**src/hdl/bswup_pkg.sv**
```systemverilog
// Shared types and codes for the byte stack with unique push.
`timescale 1ns / 1ps

package bswup_pkg;

    localparam int ByteW   = 8;
    localparam int CmdW    = 2;
    localparam int StatusW = 2;
    localparam int CountOutW = 5;

    typedef enum logic [CmdW-1:0] {
        CMD_PUSH   = 2'd0,
        CMD_POP    = 2'd1,
        CMD_PEEK   = 2'd2,
        CMD_UNIQUE = 2'd3
    } t_cmd;

    typedef enum logic [StatusW-1:0] {
        ST_OK    = 2'd0,
        ST_FULL  = 2'd1,
        ST_EMPTY = 2'd2,
        ST_MATCH = 2'd3
    } t_status;

    // Shift control broadcast to every cell of the chain.
    typedef struct packed {
        logic push;
        logic pop;
    } t_cell_op;

endpackage

```
**src/hdl/bswup_cell.sv**
```systemverilog
// One storage cell of the stack chain: holds an entry, shifts and compares.
`timescale 1ns / 1ps

module bswup_cell #(
    parameter int CellIdx = 0,
    parameter int CountW  = 5
) (
    input  logic                      i_clk,
    input  bswup_pkg::t_cell_op       i_op,
    input  logic [bswup_pkg::ByteW-1:0] i_above,
    input  logic [bswup_pkg::ByteW-1:0] i_below,
    input  logic [bswup_pkg::ByteW-1:0] i_key,
    input  logic [CountW-1:0]         i_count,
    output logic [bswup_pkg::ByteW-1:0] o_data,
    output logic                      o_hit
);

    logic [bswup_pkg::ByteW-1:0] r_data;

    // A push moves every entry one place away from the top, a pop one place towards it.
    always_ff @(posedge i_clk) begin
        if (i_op.push) begin
            r_data <= i_above;
        end else if (i_op.pop) begin
            r_data <= i_below;
        end
    end

    assign o_data = r_data;
    // Only cells below the fill level hold live entries.
    assign o_hit  = (r_data == i_key) && (CountW'(CellIdx) < i_count);

endmodule

```
**src/hdl/byte_stack_with_unique_push.sv**
```systemverilog
// Top level of the byte stack with duplicate-checked push.
//
// Usage: each beat on the slave stream carries a command and a byte; each
// command returns exactly one beat on the master stream with the top value
// (peek only), a status code and the entry count after the command.
// Commands are push, pop, peek and unique push; unique push stores the byte
// only when no stored entry equals it.
// Storage is a chain of cells, one per entry, with the top in the first cell.
// Every cell compares its entry with the byte at once and all cells shift
// together, so a command is worked out in its execute state after it is taken.
// The result is loaded into the output register as the command completes.
// The control takes a beat in its idle state, then does the compare and shift
// across the chain in its execute state; no new beat is taken until it completes.
// The next command is taken while a result still waits on the master side;
// if the receiver stalls, that command waits in its execute state until the
// output register frees, and no further beat is taken meanwhile.
// Reset empties the stack (the fill count is cleared) and drops any pending
// result; entry contents are not cleared.
`timescale 1ns / 1ps

module byte_stack_with_unique_push #(
    parameter int STACK_DEPTH = 16
) (
    input  logic        i_clk,
    input  logic        i_rst_n,
    input  logic        i_s_axis_tvalid,
    output logic        o_s_axis_tready,
    input  logic [15:0] i_s_axis_tdata,   // command [1:0], data_byte [9:2], zero [15:10]
    output logic        o_m_axis_tvalid,
    input  logic        i_m_axis_tready,
    output logic [15:0] o_m_axis_tdata    // top_value [7:0], status [9:8],
                                          // entry_count [14:10], zero [15]
);

    localparam int CountW = $clog2(STACK_DEPTH + 1);
    localparam int ByteW  = bswup_pkg::ByteW;

    typedef enum logic [1:0] {
        S_IDLE = 2'b01,
        S_EXEC = 2'b10
    } t_state;

    t_state                 r_state, n_state;
    bswup_pkg::t_cmd        r_cmd;
    logic [ByteW-1:0]       r_byte;
    logic [CountW-1:0]      r_count, n_count;
    logic                   r_out_valid;
    logic [15:0]            r_out_data;

    logic [ByteW-1:0]       w_data [STACK_DEPTH];
    logic [STACK_DEPTH-1:0] w_hit;
    bswup_pkg::t_cell_op    w_op;
    bswup_pkg::t_status     w_status;
    logic [ByteW-1:0]       w_top;
    logic                   w_in_fire;
    logic                   w_done;
    logic                   w_full;
    logic                   w_empty;

    assign o_s_axis_tready = (r_state == S_IDLE);
    assign w_in_fire       = i_s_axis_tvalid && o_s_axis_tready;
    assign w_done          = (r_state == S_EXEC) && (!r_out_valid || i_m_axis_tready);
    assign w_full          = (r_count == CountW'(STACK_DEPTH));
    assign w_empty         = (r_count == '0);

    genvar gi;
    generate
        for (gi = 0; gi < STACK_DEPTH; gi++) begin : g_cell
            logic [ByteW-1:0] w_above;
            logic [ByteW-1:0] w_below;
            if (gi == 0) begin : g_first
                assign w_above = r_byte;
            end else begin : g_mid_above
                assign w_above = w_data[gi-1];
            end
            if (gi == STACK_DEPTH - 1) begin : g_last
                assign w_below = w_data[gi];
            end else begin : g_mid_below
                assign w_below = w_data[gi+1];
            end
            bswup_cell #(
                .CellIdx (gi),
                .CountW  (CountW)
            ) u_cell (
                .i_clk   (i_clk),
                .i_op    (w_op),
                .i_above (w_above),
                .i_below (w_below),
                .i_key   (r_byte),
                .i_count (r_count),
                .o_data  (w_data[gi]),
                .o_hit   (w_hit[gi])
            );
        end
    endgenerate

    always_comb begin
        w_op     = '0;
        w_status = bswup_pkg::ST_OK;
        w_top    = '0;
        n_count  = r_count;
        unique case (r_cmd)
            bswup_pkg::CMD_PUSH: begin
                if (w_full) begin
                    w_status = bswup_pkg::ST_FULL;
                end else begin
                    w_op.push = w_done;
                    n_count   = r_count + 1'b1;
                end
            end
            bswup_pkg::CMD_POP: begin
                if (w_empty) begin
                    w_status = bswup_pkg::ST_EMPTY;
                end else begin
                    w_op.pop = w_done;
                    n_count  = r_count - 1'b1;
                end
            end
            bswup_pkg::CMD_PEEK: begin
                if (w_empty) begin
                    w_status = bswup_pkg::ST_EMPTY;
                end else begin
                    w_top = w_data[0];
                end
            end
            bswup_pkg::CMD_UNIQUE: begin
                if (|w_hit) begin
                    w_status = bswup_pkg::ST_MATCH;
                end else if (w_full) begin
                    w_status = bswup_pkg::ST_FULL;
                end else begin
                    w_op.push = w_done;
                    n_count   = r_count + 1'b1;
                end
            end
            default: begin
                w_status = bswup_pkg::ST_OK;
            end
        endcase
    end

    always_comb begin
        n_state = r_state;
        unique case (r_state)
            S_IDLE: if (w_in_fire) n_state = S_EXEC;
            S_EXEC: if (w_done) n_state = S_IDLE;
            default: n_state = S_IDLE;
        endcase
    end

    always_ff @(posedge i_clk) begin
        if (!i_rst_n) begin
            r_state     <= S_IDLE;
            r_count     <= '0;
            r_out_valid <= 1'b0;
        end else begin
            r_state <= n_state;
            if (w_done) begin
                r_count     <= n_count;
                r_out_valid <= 1'b1;
            end else if (i_m_axis_tready) begin
                r_out_valid <= 1'b0;
            end
        end
    end

    always_ff @(posedge i_clk) begin
        if (w_in_fire) begin
            r_cmd  <= bswup_pkg::t_cmd'(i_s_axis_tdata[1:0]);
            r_byte <= i_s_axis_tdata[9:2];
        end
        if (w_done) begin
            r_out_data <= {1'b0, bswup_pkg::CountOutW'(n_count), w_status, w_top};
        end
    end

    assign o_m_axis_tvalid = r_out_valid;
    assign o_m_axis_tdata  = r_out_data;

    a_count_bound : assert property (@(posedge i_clk) disable iff (!i_rst_n)
        r_count <= CountW'(STACK_DEPTH))
        else $error("fill count beyond stack depth");

    a_push_grows : assert property (@(posedge i_clk) disable iff (!i_rst_n)
        w_op.push |=> r_count == $past(r_count) + 1'b1)
        else $error("push did not raise the fill count");

    a_pop_shrinks : assert property (@(posedge i_clk) disable iff (!i_rst_n)
        w_op.pop |=> r_count == $past(r_count) - 1'b1)
        else $error("pop did not lower the fill count");

    a_match_holds : assert property (@(posedge i_clk) disable iff (!i_rst_n)
        (w_done && w_status == bswup_pkg::ST_MATCH) |-> (w_op == '0 && n_count == r_count))
        else $error("matched unique push changed the stack");

    a_op_excl : assert property (@(posedge i_clk) disable iff (!i_rst_n)
        (w_op.push || w_op.pop) |-> (w_done && !(w_op.push && w_op.pop)))
        else $error("shift issued outside a completing command");

endmodule

```
**config.mk**
```make
export PLATFORM = sky130hd
export DESIGN_NAME = byte_stack_with_unique_push
export DESIGN_NICKNAME = d
export VERILOG_FILES = /design/src/hdl/bswup_pkg.sv /design/src/hdl/bswup_cell.sv /design/src/hdl/byte_stack_with_unique_push.sv
export SDC_FILE = /design/constraint.sdc
export NUM_CORES = 1
export LEC_CHECK = 0
export BUFFER_PORTS_ARGS = -buffer_cell sky130_fd_sc_hd__buf_4
export CORE_AREA = 2 2 154 156
export CTS_CLUSTER_DIAMETER = 60
export DETAILED_ROUTE_END_ITERATION = 6
export DIE_AREA = 0 0 156 158
export SYNTH_ARGS = -nofsm -noshare
export SYNTH_HDL_FRONTEND = slang
export SYNTH_HIERARCHICAL = 1
export SYNTH_SLANG_ARGS = --single-unit
```
**constraint.sdc**
```tcl
create_clock -name i_clk -period 8 [get_ports i_clk]
set_input_delay 2 -clock i_clk [delete_from_list [all_inputs] [get_ports i_clk]]
set_output_delay 2 -clock i_clk [all_outputs]
set_load 0.005 [all_outputs]
```
======== After elaboration in Yosys (flattened, before gate mapping) ========
Index checks and enable logic that the tools add are counted.
word-level totals
  register bits ........................... 161
  input port bits ......................... 20
  logic and storage cells ................. 142
cells by class
  add/subtract/negate cells ............... 2
  order comparisons ....................... 16
  equal/unequal tests ..................... 24
  multiplexer cells ....................... 48
  bitwise operators ....................... 1
  reduce and logical (&&, ||, !) cells .... 28
operators by type and width
  kind                                               number
  2-to-1 mux 8 bit                                   30
  == test 8 bit                                      16
  < comparator 4 x 5 -> 1 bit, first input constant  8
  < comparator 3 x 5 -> 1 bit, first input constant  4
  logical AND 1 bit                                  18
  OR reduction 16 bit                                1
  2-to-1 mux 5 bit                                   3
  one-hot mux 5 bit (3 select lines)                 1
  < comparator 1 x 5 -> 1 bit, first input constant  2
  < comparator 2 x 5 -> 1 bit, first input constant  2
  2-to-1 mux 2 bit                                   4
  2-to-1 mux 1 bit                                   7
  == test 2 bit, second input constant               3
  one-hot mux 2 bit (3 select lines)                 1
  adder 5 x 1 -> 5 bit, second input constant        1
  == test 5 bit, second input constant               1
  logical NOT 5 bit                                  1
  subtractor 5 x 1 -> 5 bit, second input constant   1
  == test 2 x 1 -> 1 bit, second input constant      2
  one-hot mux 2 bit (2 select lines)                 1
  nonzero test 2 bit                                 2
  OR reduction 2 bit                                 2
  logical NOT 2 bit                                  1
  != test 2 x 1 -> 1 bit, second input constant      1
  other kinds (6)                                    6

======== Longest topological paths before layout ========
Gate-level depths: netlist of the first run.
  word-level depth ........................ 7
  mapped depth ............................ 9

======== Hierarchy ========
The synthesis of the first run kept the hierarchy.
modules (own cells, without submodules)
  module                          instances  cells each  area an instance (um^2)
  byte_stack_with_unique_push     1          148         1702.9
  bswup_cell (g_cell[2].u_cell)   1          30          498.0
  bswup_cell (g_cell[10].u_cell)  1          31          490.5
  bswup_cell (g_cell[12].u_cell)  1          31          485.5
  bswup_cell (g_cell[9].u_cell)   1          31          481.7
  bswup_cell (g_cell[7].u_cell)   1          30          474.2
  bswup_cell (g_cell[15].u_cell)  1          30          473.0
  bswup_cell (g_cell[4].u_cell)   1          31          451.7
  bswup_cell (g_cell[5].u_cell)   1          30          450.4
  bswup_cell (g_cell[14].u_cell)  1          30          449.2
  bswup_cell (g_cell[13].u_cell)  1          30          446.7
  bswup_cell (g_cell[6].u_cell)   1          30          444.2
  bswup_cell (g_cell[11].u_cell)  1          30          441.7
  bswup_cell (g_cell[8].u_cell)   1          31          440.4
  +3 rows                         --         --          --

======== Worst setup path before layout of the first run ========
Ideal clock, no wire load.
  path type ............................... input port to flip-flop
  from .................................... input i_m_axis_tready
  to ...................................... register g_cell[0].u_cell.r_data (netlist bit g_cell[0].u_cell/o_data[6]), data pin
  library setup time ...................... 0.260 ns
  arrival ................................. 4.910 ns
  data required time ...................... 7.740 ns
  slack ................................... 2.830 ns
  cell stages on the path ................. 5
  cell sequence ........................... nand2b_1 nand2b_1 nor4_1 buf_2 mux2_2
RTL lines
  element               line                               source
  start, declared       byte_stack_with_unique_push.sv:30  input logic i_m_axis_tready,
  end signal, assigned  bswup_cell.sv:23                   r_data <= i_above;
  end signal, assigned  bswup_cell.sv:25                   r_data <= i_below;
  end, declared         bswup_cell.sv:18                   logic [bswup_pkg::ByteW-1:0] r_data;

==> results of run 1 <==
-- cell families after synthesis --
| kind of cell | count (synthesis) |
|---|---|
| AOI/OAI and AO/OA | 47 |
| xor gates and xnor gates | 129 |
| adders and majority gates | 7 |
| buffers and inverters | 30 |
| DFF | 161 |
| muxes | 130 |
| other | 1 |
| and+or+nand+nor | 127 |
-- sequential cells by signal, indices dropped and copies added, names as in the netlist --
register and cells:
g_cell.u_cell/o_data 128, o_m_axis_tdata 15, g_cell.w_above 8, r_count 5
r_cmd 2, r_state 2, o_m_axis_tvalid 1
-- through the flow --
stage          hold slack (ns)  total power [mW]  instance area, µm²
3_5_place_dp             0.527              1.05                9500
5_1_grt                  0.599              1.97               10100
4_1_cts                  0.538              1.93               10100
3_3_place_gp             0.515              1.05                9500
6_report                 0.530              1.91               10100
2_1_floorplan            0.495              1.02                9040
-- metal layers --
| layer | track usage (%) | wire [µm] | vias up | part of all wire (%) |
|---|---|---|---|---|
| met5 | 0 | 0 | - | 0 |
| met4 | 6.07 | 438 | 0 | 2.2 |
| met3 | 2.96 | 649 | 27 | 3.3 |
| met2 | 26.0 | 8990 | 112 | 45 |
| met1 | 23.5 | 9680 | 2593 | 49 |
| li1 | - | - | 2432 | - |
-- power by group through the flow --
stage / combinational [mW] / sequential (mW) / clock [mW]
after global placement: 0.0891 / 0.962 / 0
after CTS: 0.0912 / 0.944 / 0.890
final: 0.0908 / 0.944 / 0.870
after global routing: 0.0994 / 0.946 / 0.924
after floorplan: 0.0644 / 0.955 / 0
after detailed placement: 0.0905 / 0.963 / 0
-- cells in the final DEF, fill, tap and decap left out, drive strengths merged, types with 3 or more instances in the layout --
master / instances
nand3: 6
nor3: 12
and2: 9
clkbuf: 17
nand2b: 3
or3: 3
edfxtp: 153
xnor2: 117
xor2: 12
nor4: 10
a211oi: 3
or2: 18
inv: 13
a21oi: 7
nand2: 9
mux2: 128
buf: 34
ha: 7
nand4: 26
clkinv: 5
bufinv: 4
dfxtp: 8
nor2b: 4
nor2: 19
a31oi: 6
o21ai: 10
-- area by class of cell --
type,count,area [µm²]
Clock buffer,17,425
Clock inverter,15,206
Fill cell,2061,12900
Inverter,9,33.8
Multi-Input combinational cell,441,4080
Sequential cell,161,4750
Tap cell,290,363
Timing Repair Buffer,34,268
-- critical path, delay by kind of cell (launching register included) --
| family | cells | cell delay, ns |
|---|---|---|
| buf+inv | 1 | 0.65 |
| simple gates | 6 | 1.61 |
| compound gates | 1 | 0.11 |
| flops | 1 | 1.13 |
| xor+xnor | 1 | 0.23 |
-- worst max-delay path by stage --
stage	start	endpoint	slack [ns]	cells past startpoint
after global placement	i_m_axis_tready	g_cell[10].u_cell/o_data[0]$_DFFE_PP_	3.79	6
final	g_cell[0].w_above[0]$_DFFE_PP_	g_cell[9].u_cell/o_data[7]$_DFFE_PP_	3.86	9
after detailed placement	i_m_axis_tready	g_cell[9].u_cell/o_data[5]$_DFFE_PP_	3.72	6
after floorplan	i_m_axis_tready	g_cell[0].u_cell/o_data[6]$_DFFE_PP_	2.83	5
after CTS	g_cell[0].w_above[7]$_DFFE_PP_	g_cell[9].u_cell/o_data[5]$_DFFE_PP_	3.81	9
after global routing	g_cell[0].w_above[0]$_DFFE_PP_	g_cell[10].u_cell/o_data[5]$_DFFE_PP_	3.64	9
==> results.md, run 1 <==
- The run finished with clean final reports.
- The routability-driven placement congestion ratio is 0.832.
- The number of I/O port buffers is 30.
- The number of global-route vias before repair is 5310.
- The worst hold path terminates at o_m_axis_tvalid$_SDFFE_PN0P_.
- The maximum vdd ir drop is 0.000122 V.
- The area share of and/or/nand/nor cells after synthesis is 9.36%.
- The proportion of synthesized chip area in sequential cells is a little over half.
- The clock tree from TritonCTS is yes.
- For the pin with the worst max-slew slack, the measured transition is 1.18 ns.
- The post-synthesis instance total is about 630.
- By area the synthesized netlist is led by edfxtp_1 51%, xnor2_1 11%, mux2_2 10%.
- In this run, the number of DRC markers left after iteration 0 of detailed routing was about 390.
- edfxtp_1 is the most common cell in the netlist.
- After detailed routing, the number of remaining DRC violations is 0.
- The share of total power in the clock network is 45.7%.
- The maximum frequency from static timing analysis is between 0.2 and 0.25 GHz.
- The period utilization is between 50 and 60%.
- The number of max-slew violations in the final report was 0.
- The detailed-route wire length is around 20000 µm.
- At the later pin of the worst-skew pair, clock insertion delay measures approximately 0.44 ns.
- Entering global routing, the biggest net connects roughly 150 pins.
- The proportion of netlist area held by the largest area contributor is 50.8%.
- The total die area is 0.0246 mm².
- In this run, post-CTS hold repair placed 0 buffers.
- The leakage dissipation is 2.82 nW.
- From bottom edge to top edge, the die measures about 160 µm.
- The worst slack at placement is 3.72 ns.
- By count the netlist is led by 153 x edfxtp_1, 115 x xnor2_1, 80 x mux2_2.
- In this run the mean area of a mapped cell was around 14 µm².
- After synthesis, the share of flip-flops with an asynchronous set or reset is 0%.
- The clock passes through at most 2 buffers.
- The number of warnings printed during yosys synthesis is 6.
- Sequential cells account for 49.6% of the total power.
- Counting tap cells, the placed design contains a total of 935 instances.
- After routing, the total negative slack on setup checks comes to 0 ns.
- Yosys mapped a number of flops with a built-in enable equal to 153.
- The number of detailed-route iterations in the first pass is 7.
- The kind of start point of the critical path is a flip-flop.
- The post-layout net count is 691.
- The floorplan step set the die width to between 150 and 200 µm.
- The terminus of the critical flop-to-flop path is g_cell[9].u_cell/o_data[7]$_DFFE_PP_.
- The area of the mapped netlist is 0.00904 mm².
- TritonCTS created 17 clock buffers.
- For this run, the total global-route usage over all layers was measured as 16.7%.
- Summing the areas of all compound-gate instances in the mapped netlist gives 3.92% of the synthesized area.
- The startpoint of the worst-slack reg-to-reg timing path is g_cell[0].w_above[0]$_DFFE_PP_.
- The number of antenna violations at the first check in global routing is 0.
- In the final layout, the share of cells above drive strength 1 is 34.3%.
- Counting every net in the synthesized netlist gives 659.
- The number of H-tree levels is 4.
- The count of cells resized by post-cts repair is 0.
- The synthesized design spends more area on one cell type than any other, namely edfxtp_1.
- In this run switching power makes up around 22% of total power.
- The worst slew margin relative to its limit is 21.5%.
- Counting instances, the worst hold path has a depth of 2.
- The critical path arrival is 4.24 ns.
- The register-to-register path setup slack is 3.86 ns.
- Once detail routing completed, the nets flagged for antenna violations numbered 0.
- The I/O pin count is 38.
- The max capacitance violation total is 0.
- Across all setup checks in the final design, the least slack found is around 3.9 ns.
- The average wire per standard cell is ~20 µm.
- For the final database, setup skew stands at 0.00968 ns.
- Clock tree synthesis selected as its root buffer the cell clkbuf_16.
- STA puts the critical path data required time at 8.10 ns.
- Walking the worst path, the cells encountered are xnor2_1, nand4_1, nor3_2, nor4_4, and4_2, a21oi_1, nor4_2, buf_12, or2_1.
- Subtracting the final worst setup slack from the clock period gives 4.14 ns.
- The largest incremental delay on the critical path is 1.13 ns.
- The half-perimeter wire length after placement is 13500 µm.
- The placeable core region is 0.0231 mm².
- The switching power summed over all nets is 0.415 mW.
- Measured on the finished design, the core utilization comes to 44.0%.
- The final number of hold-violating endpoints was 0.
- The combinational share of power is ~4.8%.
- On the critical path, the stage with the largest delay is an instance of edfxtp_1.
- The power per unit of standard cell area is 188 mW/mm².
- In this run the worst hold path is classified as flip-flop to flip-flop.
- After global routing the overflow that remains totals 0.
- The buffers inserted during post-CTS setup optimization is 0.
- The wire length of the first global-routing pass is ~30000 µm.
- Setup repair after global routing left no endpoint under its margin.
- Cell internal power was estimated by the tool at 1.49 mW.
- The number of cells in the finished layout apart from fillers is between 900 and 1000.
- Clock-pin slew was measured on the worst setup and hold paths at approximately 0.070 ns.
- After synthesis, the share of cell area in mux cells is about 18%.
- From synthesis to final layout, the design area changed by 12.1%.
- The number of cells on the worst reg-to-reg path is 9.
- The synthesized design contains 161 register bits.
- The origin of the worst min-delay path is r_state[1]$_SDFFE_PN0P_.
- The largest family of logic cells by synthesized area is multiplexers.
- The most used flip-flop cell after synthesis is edfxtp_1.
- STA classifies the critical path endpoint as a flip-flop.
- Of the total synthesized cell area, the portion taken by full adders, half adders and majority gates is 0.969%.
- The number of distinct library cell variants in the gate-level netlist after synthesis is 65.
- The row count is 56.
- Counting every sink on the clock net gives approximately 160.
- The highest net fanout along the worst path is 144.
- The area share of xor/xnor cells in the synthesized design is around an eighth.
- The final route contains 5164 vias.
- Once the floorplan was initialized, standard cells occupied slightly below 40% of the core.
- 0 antenna diodes ended up in the layout.
- The category of the critical setup timing path is flip-flop to flip-flop.
- The mean number of vias per cell is 5.34.
- Setup violations remaining at the end of the flow were counted as 0.
Note: power is estimated with default switching activity, not from simulation.
==> inputs of run 2 (changes only) <==
--- a/config.mk
+++ b/config.mk
@@ -5,11 +5,12 @@
 export SDC_FILE = /design/constraint.sdc
 export NUM_CORES = 1
 export LEC_CHECK = 0
+export ABC_AREA = 1
 export BUFFER_PORTS_ARGS = -buffer_cell sky130_fd_sc_hd__buf_4
-export CORE_AREA = 2 2 154 156
+export CORE_AREA = 2 2 159 161
 export CTS_CLUSTER_DIAMETER = 60
 export DETAILED_ROUTE_END_ITERATION = 6
-export DIE_AREA = 0 0 156 158
+export DIE_AREA = 0 0 161 163
 export SYNTH_ARGS = -nofsm -noshare
 export SYNTH_HDL_FRONTEND = slang
 export SYNTH_HIERARCHICAL = 1
==> constraint.sdc (replaced) <==
create_clock -name i_clk -period 3.9 [get_ports i_clk]
set_input_delay 0.975 -clock i_clk [delete_from_list [all_inputs] [get_ports i_clk]]
set_output_delay 0.975 -clock i_clk [all_outputs]
set_load 0.005 [all_outputs]
==> run 2 against run 1 <==
Effect of this change: synthesized cell count up 110%; clock power rose by 100%; synthesized area grew 7.3%; clock skew rose by 0.0040 ns; register-to-register slack worse by 3.4 ns; highest routed layer unchanged; die area up 6.5%; maximum frequency rose by 22%; final cell count up 79%; via count grew 52%; largest cell class unchanged; combinational power grew to 3.1 times the previous value; setup slack lost 3.4 ns; count of clock-buffer cells in the layout grew 2.
==> results.md, run 2 <==
- The post-layout net count is 1415.
- For the worst setup path, the data required time is 3.99 ns.
- The first global-routing pass estimated 36300 µm of wire.
- The most common cell after layout, fill and taps aside is nand2_1.
- The count of cells resized by post-cts repair is 0.
- For hold timing, the worst endpoint is g_cell[0].u_cell/o_data[3]$_DFFE_PP_.
- The flip-flop cell with the highest count after synthesis is edfxtp_1.
- The number of nets handed over by synthesis was between 1000 and 1500.
- The final number of hold-violating endpoints came to 0.
- The pin count of the biggest net entering global routing is 31.
- The setup TNS is 0 ns.
- In this run, post-CTS hold repair placed 0 buffers.
- The count of buffers added on input and output ports is 30.
- Synthesis instantiated 31 different standard cells from the library.
- The total vias in the final route is roughly 7800.
- After synthesis, the cell types taking the most area are edfxtp_1 47%, nand2_1 26%, inv_1 7.1%.
- The most frequently used cell type in the post-synthesis netlist is nand2_1.
- The floorplan step set the die height to 163 µm.
- The iteration-0 DRC count of the detailed router is 659.
- The row count is 58.
- Counting flops with a built-in enable in the synthesized netlist gives roughly 150.
- The placeable core region is about 0.025 mm².
- The routability-driven placement congestion ratio is roughly 0.83.
- The category of the critical setup timing path is flip-flop to flip-flop.
- Derived from the worst setup path, the maximum achievable clock frequency is 0.294 GHz.
- Buffers inserted during clock tree synthesis total 17.
- The I/O pin count is 38.
- The root buffer cell is clkbuf_16.
- The flow ran to the end, and the final reports show no timing, DRC or antenna violations.
- The worst hold path passes through 2 cells.
- The register with the most flip-flops in the layout has 128 of them.
- The worst setup path is launched from a flip-flop.
- Power spread over the standard cell area amounts to 356 mW/mm².
- The path class of the tightest hold or removal check is flip-flop to flip-flop.
- The number of max-slew violations in the final report was 0.
- The transition time at the pin with the least slew margin is 1.41 ns.
- The die boundary width is roughly 160 µm.
- Detailed placement ended at an HPWL of about 16000 µm.
- In the finished design, the share of the clock period the worst path needs comes to 87.3%.
- The number of detailed-route iterations in the first pass is 5.
- Global routing finished with a remaining overflow of 0.
- The proportion of netlist area held by the largest area contributor is 47.4%.
- By count the netlist is led by 660 x nand2_1, 184 x inv_1, 153 x edfxtp_1.
- After clock tree synthesis, the clock-pin slew on the worst setup and hold paths is approximately 0.070 ns.
- In the global route stage, overall resource usage came out at 17.7%.
- In this run the static leakage power is 5.53 nW.
- The hold slack is 0.597 ns.
- The mean number of vias per cell is between 4 and 5.
- For this configuration, the core starts out at a cell density of 39.3%.
- Across the run, the number of max-cap violations was 0.
- The share of synthesized registers carrying an async set or reset is 0%.
- The total die area is ~0.026 mm².
- The critical path arrival is 3.49 ns.
- The library cells used most frequently in the layout, excluding fill and tap cells, are 660 x nand2_1, 184 x inv_1, 153 x edfxtp_1, 140 x nor2_1, 54 x buf_4.
- Setup repair after global routing left no endpoint under its margin.
- The proportion of synthesized chip area in sequential cells is 49.0%.
- The average wire per standard cell is between 10 and 15 µm.
- The average cell area after synthesis is 7.28 µm².
- The mapped netlist covers 0.00970 mm².
- The detailed-route wire length is 22700 µm.
- The depth of the most critical reg-to-reg path is 8.
- The clock passes through at most 2 buffers.
- The number of antenna violations at the first check in global routing is 0.
- In the final layout, flip-flops and latches occupy ~0.0048 mm².
- The clock tree from TritonCTS is yes.
- The register-to-register path setup slack is 0.50 ns.
- The DRC violations left is 0.
- The endpoint identified for the worst register-to-register timing path is g_cell[11].u_cell/o_data[4]$_DFFE_PP_.
- The count of endpoints failing setup in the final report is 0.
- Cells with a size suffix above 1 make up slightly below 9% of the layout.
- The buffers inserted during post-CTS setup optimization is 0.
- After filler insertion, the fill cell instance count of the layout stands at 2460.
- The number of H-tree levels is 4.
- Total power for the finished layout comes to between 3 and 4 mW.
- The maximum clock skew at final layout is 0.0137 ns.
- Counting flops and latches in the post-synthesis netlist gives 161.
- The startpoint of the worst-slack reg-to-reg timing path is r_count[0]$_SDFFE_PN0N_.
- The Yosys step of the flow raised 6 warnings.
- The biggest area contributor in the post-synthesis netlist is edfxtp_1.
- From synthesis to final layout, the design area changed by 13.8%.
- The number of global-route vias before repair was roughly 7100.
- In this run the tightest slew margin relative to its limit is 5.54%.
- The post-synthesis instance total is between 1000 and 1500.
- The startpoint identified for the worst hold timing path is g_cell[1].u_cell/o_data[3]$_DFFE_PP_.
- The area used by multi-input combinational logic is 0.00407 mm².
- The clock reaches the later pin of the worst-skew pair after 0.43 ns.
- The final cell utilization of the core is approximately 45%.
- The count of nets left with antenna violations after detail routing is 0.
- Counting I/O delays and the setup requirement, the final critical path takes ~3.4 ns.
- The maximum vdd ir drop is 0.000273 V.
- The highest net fanout along the worst path is 16.
- The number of sinks handled by clock tree synthesis is 161.
- The number of antenna diodes in the final layout is 0.
- The element type at the critical path end is a flip-flop.
==> run 2: cell count changes after synthesis, moves of 17 or more <==
cell | previous run | this run
inv_1 | 8 | 184
nand3_1 | 6 | 27
inv_2 | 1 | 18
xnor2_1 | 115 | 12
mux2_2 | 80 | 0
nand4_1 | 25 | 3
nor2_1 | 19 | 140
mux2_4 | 48 | 0
nand2_1 | 9 | 660
xor2_1 | 12 | 35
==> run 2: cell families after synthesis <==
| group | count (synthesis) | synth area share, % |
|---|---|---|
| compound gates | 29 | 1.72 |
| fa+ha+maj | 7 | 0.903 |
| flops | 161 | 49.0 |
| buf+inv | 220 | 9.03 |
| simple gates | 867 | 35.0 |
| xor+xnor | 47 | 4.25 |
| other cells | 1 | 0.0387 |
==> run 2: how the worst max path moves through the flow <==
stage | start | endpoint | slack, ns | cells past startpoint
CTS | r_count[0]$_SDFFE_PN0N_ | g_cell[5].u_cell/o_data[2]$_DFFE_PP_ | 0.65 | 8
global route | r_count[0]$_SDFFE_PN0N_ | g_cell[6].u_cell/o_data[4]$_DFFE_PP_ | 0.32 | 8
detailed placement | r_count[0]$_SDFFE_PN0N_ | g_cell[5].u_cell/o_data[4]$_DFFE_PP_ | 0.68 | 8
global placement | r_count[0]$_SDFFE_PN0N_ | g_cell[11].u_cell/o_data[0]$_DFFE_PP_ | 0.66 | 8
finish | r_count[0]$_SDFFE_PN0N_ | g_cell[11].u_cell/o_data[4]$_DFFE_PP_ | 0.50 | 8
floorplan | i_m_axis_tready | g_cell[0].u_cell/o_data[0]$_DFFE_PP_ | 0.14 | 6
==> run 2: per-layer routing <==
layer | GRT usage [%] | part of all wire, % | wire (µm)
met4 | 5.36 | 1.3 | 287
met3 | 2.16 | 4.1 | 937
met2 | 29.5 | 47 | 10600
met5 | 0 | 0 | 0
met1 | 24.2 | 48 | 10900
==> run 2: where the power goes <==
group          leakage, nW  switching, mW  total [mW]  internal [mW]
combinational         3.78          0.181       0.279         0.0973
sequential            1.45         0.0195        1.91           1.89
clock                0.295          0.714        1.74           1.02
total                 5.53          0.915        3.93           3.01
==> run 2: through the flow <==
stage | setup slack (ns) | cells | instance area (µm²)
after detailed placement | 0.680 | 1699 | 10400
after global routing | 0.318 | 1731 | 11000
after global placement | 0.664 | 1699 | 10400
after CTS | 0.646 | 1731 | 11000
after floorplan | 0.137 | 1332 | 9700
final | 0.495 | 1731 | 11000
==> run 2: worst max-delay path, cell delays in order, from the launching register on <==
cell and delay (ns):
dfxtp_1 0.68, inv_1 0.22, ha_1 0.32, nand2_1 0.10, inv_2 0.05, nand2_4 0.07
nand2_2 0.10, nor2_1 1.07, or2_1 0.45
==> run 2: final cells by class <==
cell class	instances	share of cell area (%)
clock inverters	13	1.59
inverters	202	6.87
well taps	330	3.74
clock buffers	19	3.92
multi-input cells	951	36.9
repair buffers	55	3.86
flip-flops and latches	161	43.1
